===== config.mk =====
export PLATFORM = sky130hd
export DESIGN_NAME = gbr_job_fifo
export DESIGN_NICKNAME = d
export VERILOG_FILES = /design/src/hw/rtl/gbr_pkg.sv /design/src/hw/rtl/gbr_job_fifo.sv
export SDC_FILE = /design/constraint.sdc
export NUM_CORES = 1
export LEC_CHECK = 0
export BUFFER_PORTS_ARGS = -buffer_cell sky130_fd_sc_hd__buf_2
export CORE_ASPECT_RATIO = 2
export CORE_MARGIN = 4
export CORE_UTILIZATION = 64
export CTS_BUF_LIST = sky130_fd_sc_hd__clkbuf_8
export DETAILED_ROUTE_END_ITERATION = 10
export PLACE_DENSITY_LB_ADDON = 0.1
export REMOVE_ABC_BUFFERS = 1
export SLEW_MARGIN = 20
export SYNTH_ARGS = -nofsm -noshare
export SYNTH_HDL_FRONTEND = slang
export SYNTH_SLANG_ARGS = --single-unit

===== constraint.sdc =====
create_clock -name clk -period 14.3 [get_ports clk]
set_clock_uncertainty 0.05 [all_clocks]
set_input_delay 0.715 -clock clk [delete_from_list [all_inputs] [get_ports clk]]
set_output_delay 0.715 -clock clk [all_outputs]
set_load 0.03 [all_outputs]

===== src/hw/rtl/gbr_pkg.sv =====
// Shared types and constants for the RGB Gaussian blur block.
package gbr_pkg;

    localparam int CH_W         = 8;
    localparam int PIX_W        = 3 * CH_W;
    localparam int ROW_W        = 16;
    localparam int COL_W        = 11;
    localparam int WIDTH_REG_W  = 12;
    localparam int HEIGHT_REG_W = 16;
    localparam int ACC_W        = CH_W + 4;

    // APB register map: one 32-bit register per word
    localparam int PADDR_W    = 3;
    localparam int APB_DATA_W = 32;
    localparam int REG_IDX_W  = 1;
    localparam logic [REG_IDX_W-1:0] REG_WIDTH  = 1'b0;
    localparam logic [REG_IDX_W-1:0] REG_HEIGHT = 1'b1;

    localparam logic [WIDTH_REG_W-1:0]  WIDTH_RESET  = 12'd640;
    localparam logic [HEIGHT_REG_W-1:0] HEIGHT_RESET = 16'd480;

    // job queue between front and back
    localparam int QUEUE_DEPTH = 4;
    localparam int QPTR_W      = 2;
    localparam int QLVL_W      = 3;

    // result kinds, in emit order, as bit positions of a job mask
    localparam int NUM_RES = 4;
    localparam int RES_UL  = 0;   // (r-1, c-1)
    localparam int RES_UE  = 1;   // (r-1, c), last column
    localparam int RES_LL  = 2;   // (r, c-1), last row
    localparam int RES_LE  = 3;   // (r, c), last row and last column

    // 1 2 1 / 2 4 2 / 1 2 1, in sixteenths
    localparam logic [2:0][2:0][2:0] GAUSS_W = {
        {3'd1, 3'd2, 3'd1},
        {3'd2, 3'd4, 3'd2},
        {3'd1, 3'd2, 3'd1}
    };

    typedef logic [PIX_W-1:0] pix_t;

    // [row][col]: row 0 oldest line, col 0 oldest column
    typedef logic [2:0][2:0][PIX_W-1:0] win_t;

    typedef struct packed {
        logic [WIDTH_REG_W-1:0]  width;
        logic [HEIGHT_REG_W-1:0] height;
    } gbr_cfg_t;

    typedef struct packed {
        win_t               win;
        logic [ROW_W-1:0]   row;
        logic [COL_W-1:0]   col;
        logic [NUM_RES-1:0] mask;
        logic               r_ge1;
        logic               r_ge2;
        logic               c_ge1;
        logic               c_ge2;
        logic               frame_end;
    } gbr_job_t;

endpackage


===== src/hw/rtl/gbr_job_fifo.sv =====
// Short job queue between the front end and the blur back end.
module gbr_job_fifo (
    input  logic                       clk,
    input  logic                       rst_n,
    input  logic                       push,
    input  gbr_pkg::gbr_job_t          push_job,
    input  logic                       pop,
    output logic                       head_valid,
    output gbr_pkg::gbr_job_t          head_job,
    output logic [gbr_pkg::QLVL_W-1:0] level
);
    import gbr_pkg::*;

    gbr_job_t          slot_reg [QUEUE_DEPTH];
    logic [QPTR_W-1:0] wr_ptr_reg, rd_ptr_reg;
    logic [QLVL_W-1:0] level_reg;
    logic              do_push, do_pop;

    assign do_push    = push && (level_reg != QLVL_W'(QUEUE_DEPTH));
    assign do_pop     = pop && (level_reg != '0);
    assign head_valid = level_reg != '0;
    assign head_job   = slot_reg[rd_ptr_reg];
    assign level      = level_reg;

    always_ff @(posedge clk or negedge rst_n)
    begin
        if (!rst_n)
        begin
            wr_ptr_reg <= '0;
            rd_ptr_reg <= '0;
            level_reg  <= '0;
        end
        else
        begin
            if (do_push)
                wr_ptr_reg <= wr_ptr_reg + QPTR_W'(1);
            if (do_pop)
                rd_ptr_reg <= rd_ptr_reg + QPTR_W'(1);
            if (do_push && !do_pop)
                level_reg <= level_reg + QLVL_W'(1);
            else if (do_pop && !do_push)
                level_reg <= level_reg - QLVL_W'(1);
        end
    end

    always_ff @(posedge clk)
    begin
        if (do_push)
            slot_reg[wr_ptr_reg] <= push_job;
    end

endmodule


==> Word level (Yosys, flattened, before mapping) <==
Memories as Yosys holds them, arrays and structs flattened.
Cells that the tools add are included.
{ "word_totals": {"register_bits": 7, "mem_bits_rw": 1008, "out_inout_bits": 256, "n_memories": 1} }
{ "classes": {"n_addsub": 4, "eq_ne": 1, "muxes": 4, "reduce_logical": 8} }
{ "memory_table": {"columns": ["memory", "depth", "width", "rd", "rd_ports_with_merged_regs", "wr", "line", "rtl"], "rows": [
  ["slot_reg", 4, 252, 1, 0, 1, "gbr_job_fifo.sv:14", "gbr_job_t slot_reg [QUEUE_DEPTH];"]
]} }
{ "ops": {"columns": ["op", "count"], "rows": [
  ["two-way mux 3 bit", 2],
  ["adder 2 x 1 -> 2 bit, second input constant", 2],
  ["logical AND 1 bit", 4],
  ["adder 3 x 1 -> 3 bit, second input constant", 1],
  ["!= test 3 bit, second input constant", 1],
  ["nonzero test 3 bit", 1],
  ["subtractor 3 x 1 -> 3 bit, second input constant", 1],
  ["zero test 1 bit", 2],
  ["two-way mux 1 bit", 2],
  ["nonzero test 2 bit", 1]
]} }

==> Longest topological paths before layout <==
Gate-level depths: netlist of the first run.
{ "logic_depth": {"ltp_word": 6, "mapped_depth": 8} }

==> Worst setup path before layout of the first run <==
Ideal clock, no wire load.
{ "synth_timing": {"path_type": "in2reg", "startpoint": "in push", "endpoint": "mem slot_reg[0][0] (netlist bit), enable pin", "setup_time_ns": 0.645, "t_arrival_ns": 6.744, "setup_slack_ns": 6.861, "cell_stages": 2, "cell_sequence": "a21boi_2 and2_1"} }
{ "synth_between": {"elab_chain_len": 3} }
{ "synth_lines": {"columns": ["element", "line", "rtl"], "rows": [
  ["from (decl)", "gbr_job_fifo.sv:5", "input logic push,"],
  ["logical AND 1 bit", "gbr_job_fifo.sv:19", "assign do_push = push && (level_reg != QLVL_W'(QUEUE_DEPTH));"],
  ["two-way mux 1 bit", "gbr_job_fifo.sv:48", "if (do_push)"],
  ["two-way mux 1 bit (not written as such)", "gbr_job_fifo.sv:49", "slot_reg[wr_ptr_reg] <= push_job;"],
  ["to (decl)", "gbr_job_fifo.sv:14", null]
]} }
No other way between the ends.

==> results_dict.tcl, run 1 <==
set metrics [dict create \
    p_int_mw 6.108 \
    finalPower_mw 9.503 \
    tns_ps 0 \
    post-place-ws_ps 9819 \
    pwr-share-comb 0.351 \
    clock_path_buffers 3 \
    drt-total-wl_mm 74.87 \
    synth_area_per_cell_um2 27.18 \
    largest_reg_flops 1008 \
    worstPathArrival_ps 4200 \
    synth-seq-area-share 0.8297 \
    cts_max_level 4 \
    drt-initial-drc-count 1291 \
    worst_slack_ps 9332 \
    cts.sinks 1015 \
    dp.final_hpwl_mm 47.69 \
    gp_congestion 0.8297 \
    grt_max_degree 136 \
    synth_mux_area_frac 0.1553 \
    core_area_um2 56480 \
    tightestPinTransition_ps 1109 \
    fin_nets 2221 \
    placed_cell_area_um2 40010 \
    fin_area_um2 42630 \
    syn_inst 1350 \
    ir_drop_mv 0.1999 \
    drt_first_pass_iters 5 \
    placementRows 123 \
    critPathLaunchType "flop" \
    slowest_stage "dfrtp_4" \
    status "complete, no violations" \
    grt_pass1_vias 17979 \
    dieWidth_um 177.3 \
    crit_top_cell "buf_4" \
    synth_top_area_cell "edfxtp_1" \
    cts_setup_buffers 0 \
    finalCritPeriodShare 0.3474 \
    synthAdderAreaFrac 0.002250 \
    setup_viol 0 \
    synth_top_family_by_area "multiplexers" \
    dieArea_um2 61460 \
    clock_power_share 0.214 \
    cts_root_buf "clkbuf_8" \
    synthXorXnorAreaFrac 0.001432 \
    antenna_found_initial 41 \
    drc 0 \
    grt_pass1_wl_mm 111.2 \
    yosysUniqueCellTypes 20 \
    slew_violations 0 \
    drt-wirelength-per-cell_um 26.47 \
    vias 16699 \
    area_growth_pct 16.17 \
    drv_cap 0 \
    fmax_mhz 201.3 \
    syn_area_um2 36690 \
    clkTransAtPathRegs_ps 70 \
    pwr_density_cell_nw_per_um2 222.9 \
    numCtsBuffers 133 \
    cp.required_ps 13530 \
    cts_tree "built" \
    power_switching_mw 3.395 \
    gr-total-overflow 0 \
    grt_use_total 0.2467 \
    nFillCells 3096 \
    yosysTopAreaCellShare 0.8249 \
    crit_chain "buf_4 -> buf_4 -> mux4_2 -> buf_2" \
    ant_nets 0 \
    clk_latency_ps 710 \
    path_delay_family "buffers and inverters" \
    drive_gt1_frac 0.4682 \
    swShare 0.3572 \
    synthSimpleGateAreaFrac 0.001296 \
    place.port_buffers 511 \
    finalHoldViolCount 0 \
    rsz0062_at_grt "false" \
    crit_fanout 73 \
    synth_compound_area_frac 0.0003069 \
    p_leak_nw 14.57 \
    synthTopCellsByArea "edfxtp_1 (82%), mux4_2 (15%), dfrtp_1 (0.48%)" \
    period_needed_ps 4968 \
    cp_num_buf_inv 3 \
    die_y_um 346.6 \
    ys_seq_elements 1015 \
    relSlewSlack 0.2607 \
    start_util 0.6497 \
    hp-class "in2reg" \
    whs_ps 147.3 \
    p_seq_frac 0.435 \
    ios 512 \
    ys_warn_count 0 \
    path_class "reg2out" \
    cp-end-kind "output pin" \
    cpPeakStageDelay_ps 980 \
    cts_resized 0 \
    via_per_inst 5.905 \
]
## synth_stat cells
cell / count
nand2_1: 1
buf_1: 2
mux2_2: 2
buf_4: 13
clkbuf_1: 6
buf_2: 28
inv_1: 3
nor2_1: 2
dfrtp_1: 7
ha_1: 5
or3_1: 1
fa_1: 1
xnor2_1: 4
nand3_1: 1
xor2_1: 2
buf_6: 7
and2_1: 4
mux4_2: 252
a21boi_2: 1
edfxtp_1: 1008
## final cells by class
type	count	area (um2)	area share
antenna	21	52.55	0.001233
inverter	3	11.26	0.0002642
timing repair buffer	530	2751	0.06454
clock inverter	94	608.1	0.01426
clock buffer	139	1913	0.04488
sequential	1015	30450	0.7144
multi-input combinational	276	5902	0.1385
tap	750	938.4	0.02201
## power by group through the flow
stage	Sequential, mW	Combinational (mW)	Clock (mW)
floorplan	4.49	2.48	0
global placement	4.17	3.38	0
detailed placement	4.20	3.38	0
CTS	4.14	3.39	2.08
global route	4.18	3.52	2.23
finish	4.13	3.34	2.03
## final timing paths
check / start / endpoint / slack (ps) / depth (start not counted)
worst min-delay path: push_job[4] / slot_reg[0][4] / 150 / 1
max in group asynchronous: rst_n / rd_ptr_reg[0] / 13600 / 2
worst max register to register: level[0] / slot_reg[1][77] / 10310 / 5
min in group asynchronous: rst_n / level[2] / 380 / 2
worst min register to register: level[2] / level[2] / 480 / 1
worst max-delay path: rd_ptr_reg[1] / head_job[170] / 9330 / 4
## kinds of logic after synthesis
group | count (synthesis)
AO/OA/AOI/OAI | 1
multiplexers | 254
AND/OR/NAND/NOR | 9
flip-flops | 1015
buffers and inverters | 59
adder cells (fa/ha/maj) | 6
XOR/XNOR | 6
## cells in the final DEF (no fill, tap or decap), types with 4 or more instances in the layout
master	n
inv_1	33
bufinv_16	6
inv_8	6
mux4_2	252
buf_2	511
diode_2	21
clkbuf_8	139
clkinv_1	30
dfrtp_1	5
clkinv_2	17
xnor2_1	4
buf_4	14
ha_1	5
edfxtp_1	1008
and2_4	4
## routing by layer
layer	wire length, um	global-route usage	vias up	share of wire
met4	1940	0.07901	38	0.026
met1	26040	0.3069	8660	0.35
met5	244	0	-	0.0033
met3	8160	0.1059	148	0.11
met2	38490	0.3991	712	0.51
li1	-	-	7141	-
## worst reg2reg max path, cell delays in order (launching register included)
cell and delay [ps]:
dfrtp_1 440, nor2_1 90, a21boi_2 350, and2_4 800, buf_4 890, buf_4 880
## metrics by stage
| stage | cells | utilization |
|---|---|---|
| CTS | 2806 | 0.7533 |
| finish | 2828 | 0.7547 |
| floorplan | 1294 | - |
| global placement | 2572 | 0.7084 |
| global route | 2817 | 0.7543 |
| detailed placement | 2572 | 0.7084 |
## repair_timing
item,CTS,global route
hold buffers,1,0
setup endpoints to repair,0,0
endpoints found under the hold margin,7,0
Power figures use the tool's default switching activity.
==> run 2: changes to the inputs <==
- CORE_UTILIZATION: 64 -> 53
- clock period: 14.3 -> 4.5 ns (I/O delays scaled with it)
==> results_dict.tcl, run 2 (same netlist as run 1, synthesis figures left out) <==
set metrics [dict create \
    critPathLaunchType "flop" \
    drc 0 \
    p_seq_frac 0.427 \
    drt_first_pass_iters 5 \
    power_switching_mw 10.97 \
    p_leak_nw 15.72 \
    place.port_buffers 511 \
    start_util 0.5338 \
    cts.sinks 1015 \
    hp-class "in2reg" \
    dieArea_um2 73760 \
    antenna_found_initial 14 \
    cts_root_buf "clkbuf_8" \
    clock_power_share 0.209 \
    gr-total-overflow 0 \
    gp_congestion 0.7759 \
    finalHoldViolCount 0 \
    layout_common_cells "edfxtp_1 (1008), buf_2 (511), dlygate4sd3_1 (256), mux4_2 (252), clkbuf_8 (145)" \
    relSlewSlack 0.3651 \
    grt_use_total 0.2210 \
    placementRows 136 \
    core_area_um2 68750 \
    finish.utilization 0.6629 \
    drv_cap 0 \
    cp.required_ps 4220 \
    drt-initial-drc-count 1075 \
    ir_drop_mv 0.4362 \
    slew_violations 0 \
    cp-end-kind "output pin" \
    cts_max_level 4 \
    nFillCells 4570 \
    worst_slack_ps 1207 \
    vias 17760 \
    status "complete, no violations" \
    grt_pass1_vias 19647 \
    die_y_um 380.1 \
    dp.final_hpwl_mm 49.63 \
    numCtsBuffers 138 \
    post-place-ws_ps 1874 \
    tightestPinTransition_ps 952.4 \
    area_growth_pct 24.20 \
    drive_gt1_frac 0.4164 \
    largest_reg_flops 1008 \
    finalPower_mw 30.54 \
    worstPathArrival_ps 3020 \
    grt_pass1_wl_mm 123.0 \
    fin_nets 2493 \
    drt-total-wl_mm 80.48 \
    ant_nets 0 \
    startpoint "rd_ptr_reg[0]" \
    path_class "reg2out" \
    p_int_mw 19.57 \
    r2r-start "level[0]" \
    via_per_inst 5.490 \
    clock_path_buffers 3 \
    cts_resized 0 \
    mostFrequentLayoutCell "edfxtp_1" \
    pwr-share-comb 0.364 \
    pwr_density_cell_nw_per_um2 670.2 \
    swShare 0.3593 \
    grt_max_degree 84 \
    finalCritPeriodShare 0.7318 \
    dieWidth_um 194.1 \
    rsz0062_at_grt "false" \
    min_from "push_job[71]" \
    drt-wirelength-per-cell_um 24.88 \
    fmax_mhz 303.7 \
    crit_fanout 35 \
    clkTransAtPathRegs_ps 70 \
    cts_tree "built" \
    clk_latency_ps 770 \
    period_needed_ps 3293 \
    setup_viol 0 \
    tns_ps 0 \
    ios 512 \
]
==> run 2: changes by cell type in the layout (fill, tap and decap cells not counted), sizes merged <==
cell	delta
clkinvlp	+3
bufinv	-3
diode	-10
clkbuf	+6
inv	-2
buf	+12
clkinv	-1
dlygate4sd3	+255
==> run 2: worst paths after layout <==
path / to / slack, ps / cells after the start
worst max-delay path: head_job[21] / 1210 / 3
worst min-delay path: slot_reg[3][71] / 150 / 2
worst max register to register: slot_reg[2][165] / 1920 / 4
worst min register to register: level[2] / 510 / 1
max in group asynchronous: rd_ptr_reg[1] / 3710 / 3
min in group asynchronous: level[1] / 380 / 3
==> run 2: power groups by stage <==
stage,Sequential [mW],Clock (mW),Combinational [mW]
2_1_floorplan,14.0,0,5.87
3_3_place_gp,13.2,0,11.2
3_5_place_dp,13.3,0,11.2
4_1_cts,13.1,6.59,11.4
5_1_grt,13.2,7.04,11.8
6_report,13.0,6.37,11.1
==> run 2: area by class of cell <==
cell class	instances	area, um2	share of cell area
sequential	1015	30450	0.6682
timing repair buffer	797	5595	0.1228
inverter	3	11.26	0.0002471
clock inverter	91	467.9	0.01027
tap	897	1122	0.02463
clock buffer	145	1996	0.04379
antenna	11	27.53	0.0006040
multi-input combinational	276	5902	0.1295
==> run 2: repair_timing <==
action,in CTS,in global routing
hold buffers,256,0
setup buffers,0,0
endpoints found under the hold margin,1022,0
==> run 2: critical path, cell delays in order (launching register included) <==
cell	delay (ps)
dfrtp_4	940
buf_4	530
mux4_2	580
buf_2	200
==> run 2: metal layers <==
metal | global-route usage | up-vias | routed length [um]
met5 | 0 | - | 42
li1 | - | 7663 | -
met4 | 0.08561 | 6 | 2600
met3 | 0.07362 | 148 | 7118
met1 | 0.2850 | 9209 | 30430
met2 | 0.3542 | 734 | 40280
==> run 2: stage by stage <==
step / cell area, um2 / instances / hold WS (ps)
final: 45570 / 3235 / 145.1
after floorplan: 36350 / 1294 / -120.6
after CTS: 45550 / 3224 / 51.54
after detailed placement: 40520 / 2732 / 25.61
after global placement: 40520 / 2732 / 20.41
after global routing: 45570 / 3232 / 99.15
