<file path="src/hw/rtl/gbr_pkg.sv">
// Shared types and constants for the RGB Gaussian blur block.
package gbr_pkg;

    localparam int CH_W         = 8;
    localparam int PIX_W        = 3 * CH_W;
    localparam int ROW_W        = 16;
    localparam int COL_W        = 11;
    localparam int WIDTH_REG_W  = 12;
    localparam int HEIGHT_REG_W = 16;
    localparam int ACC_W        = CH_W + 4;

    // APB register map: one 32-bit register per word
    localparam int PADDR_W    = 3;
    localparam int APB_DATA_W = 32;
    localparam int REG_IDX_W  = 1;
    localparam logic [REG_IDX_W-1:0] REG_WIDTH  = 1'b0;
    localparam logic [REG_IDX_W-1:0] REG_HEIGHT = 1'b1;

    localparam logic [WIDTH_REG_W-1:0]  WIDTH_RESET  = 12'd640;
    localparam logic [HEIGHT_REG_W-1:0] HEIGHT_RESET = 16'd480;

    // job queue between front and back
    localparam int QUEUE_DEPTH = 4;
    localparam int QPTR_W      = 2;
    localparam int QLVL_W      = 3;

    // result kinds, in emit order, as bit positions of a job mask
    localparam int NUM_RES = 4;
    localparam int RES_UL  = 0;   // (r-1, c-1)
    localparam int RES_UE  = 1;   // (r-1, c), last column
    localparam int RES_LL  = 2;   // (r, c-1), last row
    localparam int RES_LE  = 3;   // (r, c), last row and last column

    // 1 2 1 / 2 4 2 / 1 2 1, in sixteenths
    localparam logic [2:0][2:0][2:0] GAUSS_W = {
        {3'd1, 3'd2, 3'd1},
        {3'd2, 3'd4, 3'd2},
        {3'd1, 3'd2, 3'd1}
    };

    typedef logic [PIX_W-1:0] pix_t;

    // [row][col]: row 0 oldest line, col 0 oldest column
    typedef logic [2:0][2:0][PIX_W-1:0] win_t;

    typedef struct packed {
        logic [WIDTH_REG_W-1:0]  width;
        logic [HEIGHT_REG_W-1:0] height;
    } gbr_cfg_t;

    typedef struct packed {
        win_t               win;
        logic [ROW_W-1:0]   row;
        logic [COL_W-1:0]   col;
        logic [NUM_RES-1:0] mask;
        logic               r_ge1;
        logic               r_ge2;
        logic               c_ge1;
        logic               c_ge2;
        logic               frame_end;
    } gbr_job_t;

endpackage

</file>
<file path="src/hw/rtl/gbr_if.sv">


interface gbr_res_if;
    import gbr_pkg::*;

    logic             valid;
    logic             ready;
    logic [ROW_W-1:0] out_row;
    logic [COL_W-1:0] out_col;
    logic [CH_W-1:0]  out_red;
    logic [CH_W-1:0]  out_green;
    logic [CH_W-1:0]  out_blue;
    logic             run_end;
    logic             frame_end;

    modport source (output valid, output out_row, output out_col, output out_red,
                    output out_green, output out_blue, output run_end,
                    output frame_end, input ready);
    modport sink   (input valid, input out_row, input out_col, input out_red,
                    input out_green, input out_blue, input run_end,
                    input frame_end, output ready);
endinterface

</file>
<file path="src/hw/rtl/gbr_back.sv">
// Back end: walks each job's results, blurs one per cycle unless the output stalls, output register.
module gbr_back (
    input  logic              clk,
    input  logic              rst_n,
    input  logic              head_valid,
    input  gbr_pkg::gbr_job_t head_job,
    output logic              pop,
    gbr_res_if.source         res
);
    import gbr_pkg::*;

    logic [NUM_RES-1:0] done_reg, done_next;
    logic [NUM_RES-1:0] remain, sel, rest;
    logic               last, step;

    logic               cr_hi, cc_hi;
    logic               up_ok, left_ok;
    logic               row_ok, col_ok;
    logic [1:0]         tap_row, tap_col;
    pix_t               centre, tap_px;
    logic [ACC_W-1:0]   acc_r, acc_g, acc_b;
    logic [ROW_W-1:0]   prow;
    logic [COL_W-1:0]   pcol;

    logic               out_valid_reg;
    logic [ROW_W-1:0]   out_row_reg;
    logic [COL_W-1:0]   out_col_reg;
    logic [CH_W-1:0]    out_red_reg, out_green_reg, out_blue_reg;
    logic               run_end_reg, frame_end_reg;

    // lowest pending result of the head job
    always_comb
    begin
        remain = head_job.mask & ~done_reg;
        sel    = remain & (~remain + NUM_RES'(1));
        rest   = remain & ~sel;
        last   = rest == '0;
        step   = head_valid && (!out_valid_reg || res.ready);
        pop    = step && last;
        if (pop)
            done_next = '0;
        else if (step)
            done_next = done_reg | sel;
        else
            done_next = done_reg;
    end

    // neighbours outside the image take the centre pixel
    always_comb
    begin
        cr_hi   = sel[RES_LL] | sel[RES_LE];
        cc_hi   = sel[RES_UE] | sel[RES_LE];
        up_ok   = cr_hi ? head_job.r_ge1 : head_job.r_ge2;
        left_ok = cc_hi ? head_job.c_ge1 : head_job.c_ge2;
        centre  = head_job.win[cr_hi ? 2'd2 : 2'd1][cc_hi ? 2'd2 : 2'd1];
        prow    = cr_hi ? head_job.row : head_job.row - ROW_W'(1);
        pcol    = cc_hi ? head_job.col : head_job.col - COL_W'(1);
        acc_r   = '0;
        acc_g   = '0;
        acc_b   = '0;
        row_ok  = 1'b0;
        col_ok  = 1'b0;
        tap_row = '0;
        tap_col = '0;
        tap_px  = '0;
        for (int i = 0; i < 3; i++)
        begin
            for (int j = 0; j < 3; j++)
            begin
                row_ok  = (i == 0) ? up_ok : ((i == 2) ? !cr_hi : 1'b1);
                col_ok  = (j == 0) ? left_ok : ((j == 2) ? !cc_hi : 1'b1);
                tap_row = cr_hi ? ((i == 0) ? 2'd1 : 2'd2) : 2'(i);
                tap_col = cc_hi ? ((j == 0) ? 2'd1 : 2'd2) : 2'(j);
                tap_px  = (row_ok && col_ok) ? head_job.win[tap_row][tap_col] : centre;
                acc_r   = acc_r + ACC_W'(GAUSS_W[i][j]) * ACC_W'(tap_px[3*CH_W-1:2*CH_W]);
                acc_g   = acc_g + ACC_W'(GAUSS_W[i][j]) * ACC_W'(tap_px[2*CH_W-1:CH_W]);
                acc_b   = acc_b + ACC_W'(GAUSS_W[i][j]) * ACC_W'(tap_px[CH_W-1:0]);
            end
        end
    end

    always_ff @(posedge clk or negedge rst_n)
    begin
        if (!rst_n)
        begin
            done_reg      <= '0;
            out_valid_reg <= 1'b0;
        end
        else
        begin
            done_reg <= done_next;
            if (step)
                out_valid_reg <= 1'b1;
            else if (res.ready)
                out_valid_reg <= 1'b0;
        end
    end

    always_ff @(posedge clk)
    begin
        if (step)
        begin
            out_row_reg   <= prow;
            out_col_reg   <= pcol;
            out_red_reg   <= acc_r[ACC_W-1:4];
            out_green_reg <= acc_g[ACC_W-1:4];
            out_blue_reg  <= acc_b[ACC_W-1:4];
            run_end_reg   <= last;
            frame_end_reg <= sel[RES_LE] && head_job.frame_end;
        end
    end

    assign res.valid     = out_valid_reg;
    assign res.out_row   = out_row_reg;
    assign res.out_col   = out_col_reg;
    assign res.out_red   = out_red_reg;
    assign res.out_green = out_green_reg;
    assign res.out_blue  = out_blue_reg;
    assign res.run_end   = run_end_reg;
    assign res.frame_end = frame_end_reg;

endmodule

</file>
<file path="src/flat_wrapper.sv">
// flat-port wrapper written by rule: the top's interface ports become plain ports
module gbr_back_flat import gbr_pkg::*;
  (clk, rst_n, head_valid, head_job, pop, res_valid, res_out_row, res_out_col, res_out_red, res_out_green, res_out_blue, res_run_end, res_frame_end, res_ready);
  gbr_res_if res_i ();
  input  logic clk;
  input  logic rst_n;
  input  logic head_valid;
  input  gbr_pkg::gbr_job_t head_job;
  output logic pop;
  output wire logic [$bits(res_i.valid)-1:0] res_valid;
  output wire logic [$bits(res_i.out_row)-1:0] res_out_row;
  output wire logic [$bits(res_i.out_col)-1:0] res_out_col;
  output wire logic [$bits(res_i.out_red)-1:0] res_out_red;
  output wire logic [$bits(res_i.out_green)-1:0] res_out_green;
  output wire logic [$bits(res_i.out_blue)-1:0] res_out_blue;
  output wire logic [$bits(res_i.run_end)-1:0] res_run_end;
  output wire logic [$bits(res_i.frame_end)-1:0] res_frame_end;
  input wire logic [$bits(res_i.ready)-1:0] res_ready;
  assign res_valid = res_i.valid;
  assign res_out_row = res_i.out_row;
  assign res_out_col = res_i.out_col;
  assign res_out_red = res_i.out_red;
  assign res_out_green = res_i.out_green;
  assign res_out_blue = res_i.out_blue;
  assign res_run_end = res_i.run_end;
  assign res_frame_end = res_i.frame_end;
  assign res_i.ready = res_ready;
  gbr_back u_core (.clk(clk), .rst_n(rst_n), .head_valid(head_valid), .head_job(head_job), .pop(pop), .res(res_i));
endmodule
</file>
<file path="config.mk">
export PLATFORM = sky130hd
export DESIGN_NAME = gbr_back_flat
export DESIGN_NICKNAME = d
export VERILOG_FILES = /design/src/hw/rtl/gbr_pkg.sv /design/src/hw/rtl/gbr_if.sv /design/src/hw/rtl/gbr_back.sv /design/src/flat_wrapper.sv
export SDC_FILE = /design/constraint.sdc
export NUM_CORES = 1
export LEC_CHECK = 0
export ABC_AREA = 1
export BUFFER_PORTS_ARGS = -buffer_cell sky130_fd_sc_hd__clkbuf_2
export CORE_MARGIN = 2
export CORE_UTILIZATION = 58
export CTS_CLUSTER_SIZE = 14
export DETAILED_ROUTE_END_ITERATION = 8
export PLACE_DENSITY = 0.91
export SYNTH_ARGS = -nofsm -noshare
export SYNTH_HDL_FRONTEND = slang
export SYNTH_SLANG_ARGS = --single-unit
</file>
<file path="constraint.sdc">
create_clock -name clk -period 15.6 [get_ports clk]
set_input_delay 1.56 -clock clk [delete_from_list [all_inputs] [get_ports clk]]
set_output_delay 1.56 -clock clk [all_outputs]
set_load 0.03 [all_outputs]
</file>
# After elaboration in Yosys (flattened, before gate mapping)
# Index checks and enable logic that the tools add are counted.
[word_totals] regBits=58 inputBits=256 output_inout_bits=55 wordCells=99
[op_classes] add_sub_neg=27 n_lt_le_gt_ge=4 n_mux=36 n_bitwise=9 n_reduce_logical=14
[op_table] cell="24-bit 2-to-1 mux" count=14
[op_table] cell="24-bit binary-select mux with 2-bit select" count=6
[op_table] cell="72-bit binary-select mux with 2-bit select" count=2
[op_table] cell="72-bit 2-to-1 mux" count=2
[op_table] cell="12-bit by 8-bit adder with 12-bit output" count=9
[op_table] cell="12-bit by 9-bit adder with 12-bit output" count=9
[op_table] cell="12-bit by 10-bit adder with 12-bit output" count=3
[op_table] cell="8-bit by 9-bit adder with 10-bit output" count=3
[op_table] cell="16-bit 2-to-1 mux" count=1
[op_table] cell="16-bit by 1-bit subtractor with 16-bit output, second input constant" count=1
[op_table] cell="4-bit AND" count=3
[op_table] cell="2-bit by 3-bit less-than comparator with 1-bit output, second input constant" count=4
[op_table] cell="4-bit inverter" count=3
[op_table] cell="11-bit 2-to-1 mux" count=1
[op_table] cell="11-bit by 1-bit subtractor with 11-bit output, second input constant" count=1
[op_table] cell="4-bit 2-to-1 mux" count=2
[op_table] cell="1-bit logical AND" count=7
[op_table] cell="1-bit 2-to-1 mux" count=6
[op_table] cell="4-bit by 1-bit adder with 4-bit output, second input constant" count=1
[op_table] cell="4-bit logical NOT" count=1
[op_table] cell="2-bit 2-to-1 mux" count=2
[op_table] cell="4-bit OR" count=1
[op_table] cell="2-bit nonzero test" count=2
[op_table] cell="1-bit logical NOT" count=3
[op_table] cell="other kinds (2)" count=3

# Logic depth before layout (Yosys ltp)
[depth] word_depth=20 mapped_depth=38 depth_no_buf=37

# Worst setup path after synthesis
# Ideal clock, no wire load.
[synth_path] kind="input port to flip-flop" start="in head_job[8] in the netlist's numbering" end="reg u_core.out_green_reg[7], in the netlist u_core.res.out_green[7], data pin" setup_time_ns=0.252 t_arrival_ns=7.153 required_time_ns=15.348 setup_slack_ns=8.195 cell_stages=35 n_path_buf=3 cell_sequence="inv_1 -> nor2_2 -> nand4_4 -> nand2_4 -> buf_6 -> inv_4 -> buf_6 -> buf_6 -> o21ai_1 -> nand2_1 -> nand3_1 -> o21ai_1 -> inv_1 -> ha_1 -> inv_1 -> fa_1 -> o21ai_0 -> a21oi_1 -> o21ai_0 -> xnor2_1 -> inv_1 -> fa_1 -> inv_1 -> fa_1 -> fa_1 -> fa_1 -> inv_1 -> ha_1 -> nand2_1 -> nand2_1 -> a21oi_1 -> o21bai_1 -> a21o_1 -> nand2_1 -> nand2_1"
[synth_between] elab_chain_len=19 word_cells_on_any_way=50 classes_between="9 x add/sub; 30 x mux; 5 x bitwise; 6 x reduce/logical"
[synth_lines] item="from (decl)" line_no="flat_wrapper.sv:8" rtl="input gbr_pkg::gbr_job_t head_job;"
[synth_lines] item="4-bit AND *" line_no="gbr_back.sv:34" rtl="remain = head_job.mask & ~done_reg;"
[synth_lines] item="4-bit inverter" line_no="gbr_back.sv:35" rtl="sel = remain & (~remain + NUM_RES'(1));"
[synth_lines] item="4-bit by 1-bit adder with 4-bit output" line_no="gbr_back.sv:35"
[synth_lines] item="4-bit AND *" line_no="gbr_back.sv:35"
[synth_lines] item="1-bit OR" line_no="gbr_back.sv:51" rtl="cr_hi = sel[RES_LL] | sel[RES_LE];"
[synth_lines] item="2-bit 2-to-1 mux / 1-bit 2-to-1 mux (equally long branches)" line_no="gbr_back.sv:55, gbr_back.sv:72"
[synth_lines] item="72-bit binary-select mux with 2-bit select (on tied branches)" line_no="gbr_back.sv:55, gbr_back.sv:74"
[synth_lines] item="72-bit 2-to-1 mux (on tied branches)" line_no="gbr_back.sv:55, gbr_back.sv:74"
[synth_lines] item="[4 not listed]"
[synth_lines] item="12-bit by 8-bit adder with 12-bit output" line_no="gbr_back.sv:76" rtl="acc_g = acc_g + ACC_W'(GAUSS_W[i][j]) * ACC_W'(tap_px[2*CH_W-1:CH_W]);"
[synth_lines] item="12-bit by 9-bit adder with 12-bit output" line_no="gbr_back.sv:76"
[synth_lines] item="12-bit by 10-bit adder with 12-bit output" line_no="gbr_back.sv:76"
[synth_lines] item="12-bit by 9-bit adder with 12-bit output" line_no="gbr_back.sv:76"
[synth_lines] item="12-bit by 8-bit adder with 12-bit output" line_no="gbr_back.sv:76"
[synth_lines] item="12-bit by 9-bit adder with 12-bit output" line_no="gbr_back.sv:76"
[synth_lines] item="12-bit by 8-bit adder with 12-bit output *" line_no="gbr_back.sv:76"
[synth_lines] item="named net u_core.acc_g[11]" line_no="gbr_back.sv:21" rtl="logic [ACC_W-1:0] acc_r, acc_g, acc_b;"
[synth_lines] item="to (signal assigned)" line_no="gbr_back.sv:106" rtl="out_green_reg <= acc_g[ACC_W-1:4];"
[synth_lines] item="to (decl)" line_no="gbr_back.sv:28" rtl="logic [CH_W-1:0] out_red_reg, out_green_reg, out_blue_reg;"
# Mark *: on every way through the listed nets, which the timed path passes. The rest lies on a longest branch. The select of a mux whose other input is x is not followed.
# A chain may end at the register's enable or synchronous reset.

# Worst setup path in the final report
[layout_path] start="in head_job[5] in the netlist's numbering" end="reg u_core.out_blue_reg[7], in the netlist u_core.res.out_blue[7], data pin"
[layout_between] elab_chain_len=19 word_cells_on_any_way=50 classes_between="9 x add/sub; 30 x mux; 5 x bitwise; 6 x reduce/logical"
[layout_lines] item="4-bit AND *" line_no="gbr_back.sv:34"
[layout_lines] item="4-bit inverter *" line_no="gbr_back.sv:35"
[layout_lines] item="4-bit by 1-bit adder with 4-bit output *" line_no="gbr_back.sv:35"
[layout_lines] item="4-bit AND *" line_no="gbr_back.sv:35"
[layout_lines] item="1-bit OR" line_no="gbr_back.sv:51"
[layout_lines] item="2-bit 2-to-1 mux / 1-bit 2-to-1 mux (equally long branches)" line_no="gbr_back.sv:55, gbr_back.sv:72"
[layout_lines] item="72-bit binary-select mux with 2-bit select (on tied branches)" line_no="gbr_back.sv:55, gbr_back.sv:74"
[layout_lines] item="72-bit 2-to-1 mux (on tied branches)" line_no="gbr_back.sv:55, gbr_back.sv:74"
[layout_lines] item="[4 not listed]"
[layout_lines] item="12-bit by 8-bit adder with 12-bit output" line_no="gbr_back.sv:77" rtl="acc_b = acc_b + ACC_W'(GAUSS_W[i][j]) * ACC_W'(tap_px[CH_W-1:0]);"
[layout_lines] item="12-bit by 9-bit adder with 12-bit output" line_no="gbr_back.sv:77"
[layout_lines] item="12-bit by 10-bit adder with 12-bit output" line_no="gbr_back.sv:77"
[layout_lines] item="12-bit by 9-bit adder with 12-bit output" line_no="gbr_back.sv:77"
[layout_lines] item="12-bit by 8-bit adder with 12-bit output" line_no="gbr_back.sv:77"
[layout_lines] item="12-bit by 9-bit adder with 12-bit output" line_no="gbr_back.sv:77"
[layout_lines] item="12-bit by 8-bit adder with 12-bit output *" line_no="gbr_back.sv:77"
[layout_lines] item="named net u_core.acc_b[11]" line_no="gbr_back.sv:21"
[layout_lines] item="to (signal assigned)" line_no="gbr_back.sv:107" rtl="out_blue_reg <= acc_b[ACC_W-1:4];"
[layout_lines] item="to (decl)" line_no="gbr_back.sv:28"
# Marked as above.

==> run summary <==
IO Port Bufs: 310
period utilization: 0.595
worst-skew pair later-pin latency: 0.36 ns
type of origin of the critical path: input pin
status: completed
Die Wd: 152 um
TNS Setup: 0 ns
M1 GR Usage: 0.388
dpl cell area: 14300 um2
CTS resizes: 0
RSZ-0062 raised after global routing: no
Initial Util: 0.587
minimum clock period: 9.28 ns
placed cells: 2361
Synth Register Bits: 58
Die Ht: 152 um
Area contributors post-synth: fa_1 (23%), nand2_1 (13%), edfxtp_1 (12%)
core area: 21800 um2
Crit path largest cell delay: 0.56 ns
GPL Wtd Cong: 0.934
sequential element share of the synthesized area: 0.134
maximum clock rate: 108 MHz
Post-Syn Instances: 1846
share of cells above drive strength 1: 0.184
Synth top area share: 0.226
Row Count: 54
final hold viol count: 0
# fillers: 1857
CTS max path bufs: 2
Post CTS Setup Buffer Count: 0
Syn Area/Cell: 6.92 um2
Slew HR: 0.416
Post-Syn Area: 12800 um2
Hold Buf Count CTS: 0
Area growth syn-to-layout: 14.6%
Synth area leader: fa_1
pins over their slew limit: 0
worst path required time: 15.70 ns
number of remaining DRC errors: 0
Most Frequent Cell on Critical Path: fa_1
first-pass GRT wire length: 61800 um
H-tree depth: 3
initial antenna violation count: 2
Num CTS Buffers: 9
wire per inst: 16.3 um
vias per cell: 5.58
final setup vio count: 0
prevailing post-synth register cell: edfxtp_1
post-route cell area: 14600 um2
number of distinct library cells after synthesis: 45
WS Path Type: in2reg
DIE AREA: 23200 um2
CP max-delay cell: nand2_8
Worst Path Max Fanout: 81
commonest non-fill, non-tap cell in the layout: nand2_1
Ports: 311
hpwl dp: 29900 um
CTS tree: built
ANT nets after route: 0
Starting DRT DRC Count: 972
Setup Skew: 0.0191 ns
Finished Layout Cells: 2378
FFs w/ async S/R, synth: 0.0862
Hold Crit Class: reg2reg
GRT overflow: 0
Sink Count: 58
Least-Margin Pin Slew: 0.870 ns
total wire length: 38700 um
gr busiest metal: met2
Initial DRT Pass Iterations: 6
Vias: 13300
Clock Tree Root: clkbuf_16
Post-synth EDFFs: 53
Critical Path AT: 9.38 ns
nets@finish: 2551
met2 usage: 0.576
most frequent cells in the layout: nand2_1 (437), inv_1 (339), clkbuf_2 (310)
syn_nets: 2305
grt met3 use: 0.0646
Synth Warn #: 0
kind of end point of the critical path: flip-flop
max-capacitance violation count: 0
largest net degree at the start of global routing: 89
flip-flop count of the largest register after layout: 16
vias in the first global route: 13000
GRT Total Usage: 0.328
Reg clk slew, reported paths: 0.06 ns
## area by class of cell
class | instances | area (um2) | share of cell area
Antenna cell | 1 | 2.50 | 0.000171
Clock buffer | 9 | 225 | 0.0154
Clock inverter | 7 | 125 | 0.00854
Inverter | 357 | 1350 | 0.0920
Multi-Input combinational cell | 1345 | 9240 | 0.631
Sequential cell | 58 | 1720 | 0.117
Tap cell | 280 | 350 | 0.0239
Timing Repair Buffer | 321 | 1630 | 0.112
## metal layers
metal | vias up | wire, um
met3 | 138 | 3650
met5 | - | 13
met4 | 2 | 1680
met2 | 740 | 18900
met1 | 6040 | 14400
li1 | 6348 | -
## stage by stage
stage	util	hold slack (ns)	setup WS (ns)
2_1_floorplan	-	0.485	8.19
3_5_place_dp	0.657	0.486	6.12
4_1_cts	0.673	0.500	6.45
3_3_place_gp	0.657	0.485	6.42
6_report	0.673	0.497	6.32
5_1_grt	0.673	0.563	5.79
## final timing paths
kind	from	to	slack [ns]	depth (start not counted)
worst max-delay path	head_job[5]	u_core.res.out_blue[7]	6.32	34
min in group asynchronous	rst_n	u_core.done_reg[2]	1.00	1
worst max register to register	u_core.done_reg[1]	u_core.res.out_blue[7]	7.26	34
max in group asynchronous	rst_n	u_core.res.valid	14.43	1
worst min-delay path	u_core.res.valid	u_core.res.valid	0.50	2
worst min register to register	u_core.res.valid	u_core.res.valid	0.50	2
## cell usage after synthesis (2+ instances only)
master	instances
nand2_1	437
inv_1	340
o21ai_0	184
fa_1	144
o21ai_1	133
nor2_1	86
a21oi_1	82
ha_1	59
edfxtp_1	53
nand3_1	50
buf_2	39
xor2_1	31
o22ai_1	22
clkbuf_1	20
buf_4	17
xnor2_1	17
o21ai_2	15
inv_2	14
mux2i_1	12
nor3_1	10
buf_6	8
o211ai_1	8
o21bai_1	7
dfrtp_1	5
nand2_4	5
nand3b_1	5
a21o_1	4
a31oi_1	4
nand4_1	4
a22oi_1	3
nand2_2	3
nand4_4	3
nor2_2	3
nor4_1	3
o21a_1	3
inv_4	2
nor2_4	2
o2bb2ai_1	2
## kinds of logic (layout without fill, tap and decap cells)
group | Yosys count | in the layout | share of synthesized area
buf+inv | 443 | 694 | 0.144
compound gates | 471 | 471 | 0.198
flops | 58 | 58 | 0.134
mux | 12 | 12 | 0.00940
simple gates | 611 | 611 | 0.198
other cells | 0 | 1 | 0
xor+xnor | 48 | 48 | 0.0329
fa+ha+maj | 203 | 203 | 0.283
## critical path, delay by kind of cell
kind	cells	cell delay [ns]
xor gates and xnor gates	1	0.18
and+or+nand+nor	12	2.02
adders and majority gates	7	2.92
AOI/OAI and AO/OA	7	1.23
buffers and inverters	7	1.37
Power is left out: the tool's default activity adds up to more than one toggle a clock period on the data nets, which glitch-free logic cannot reach.
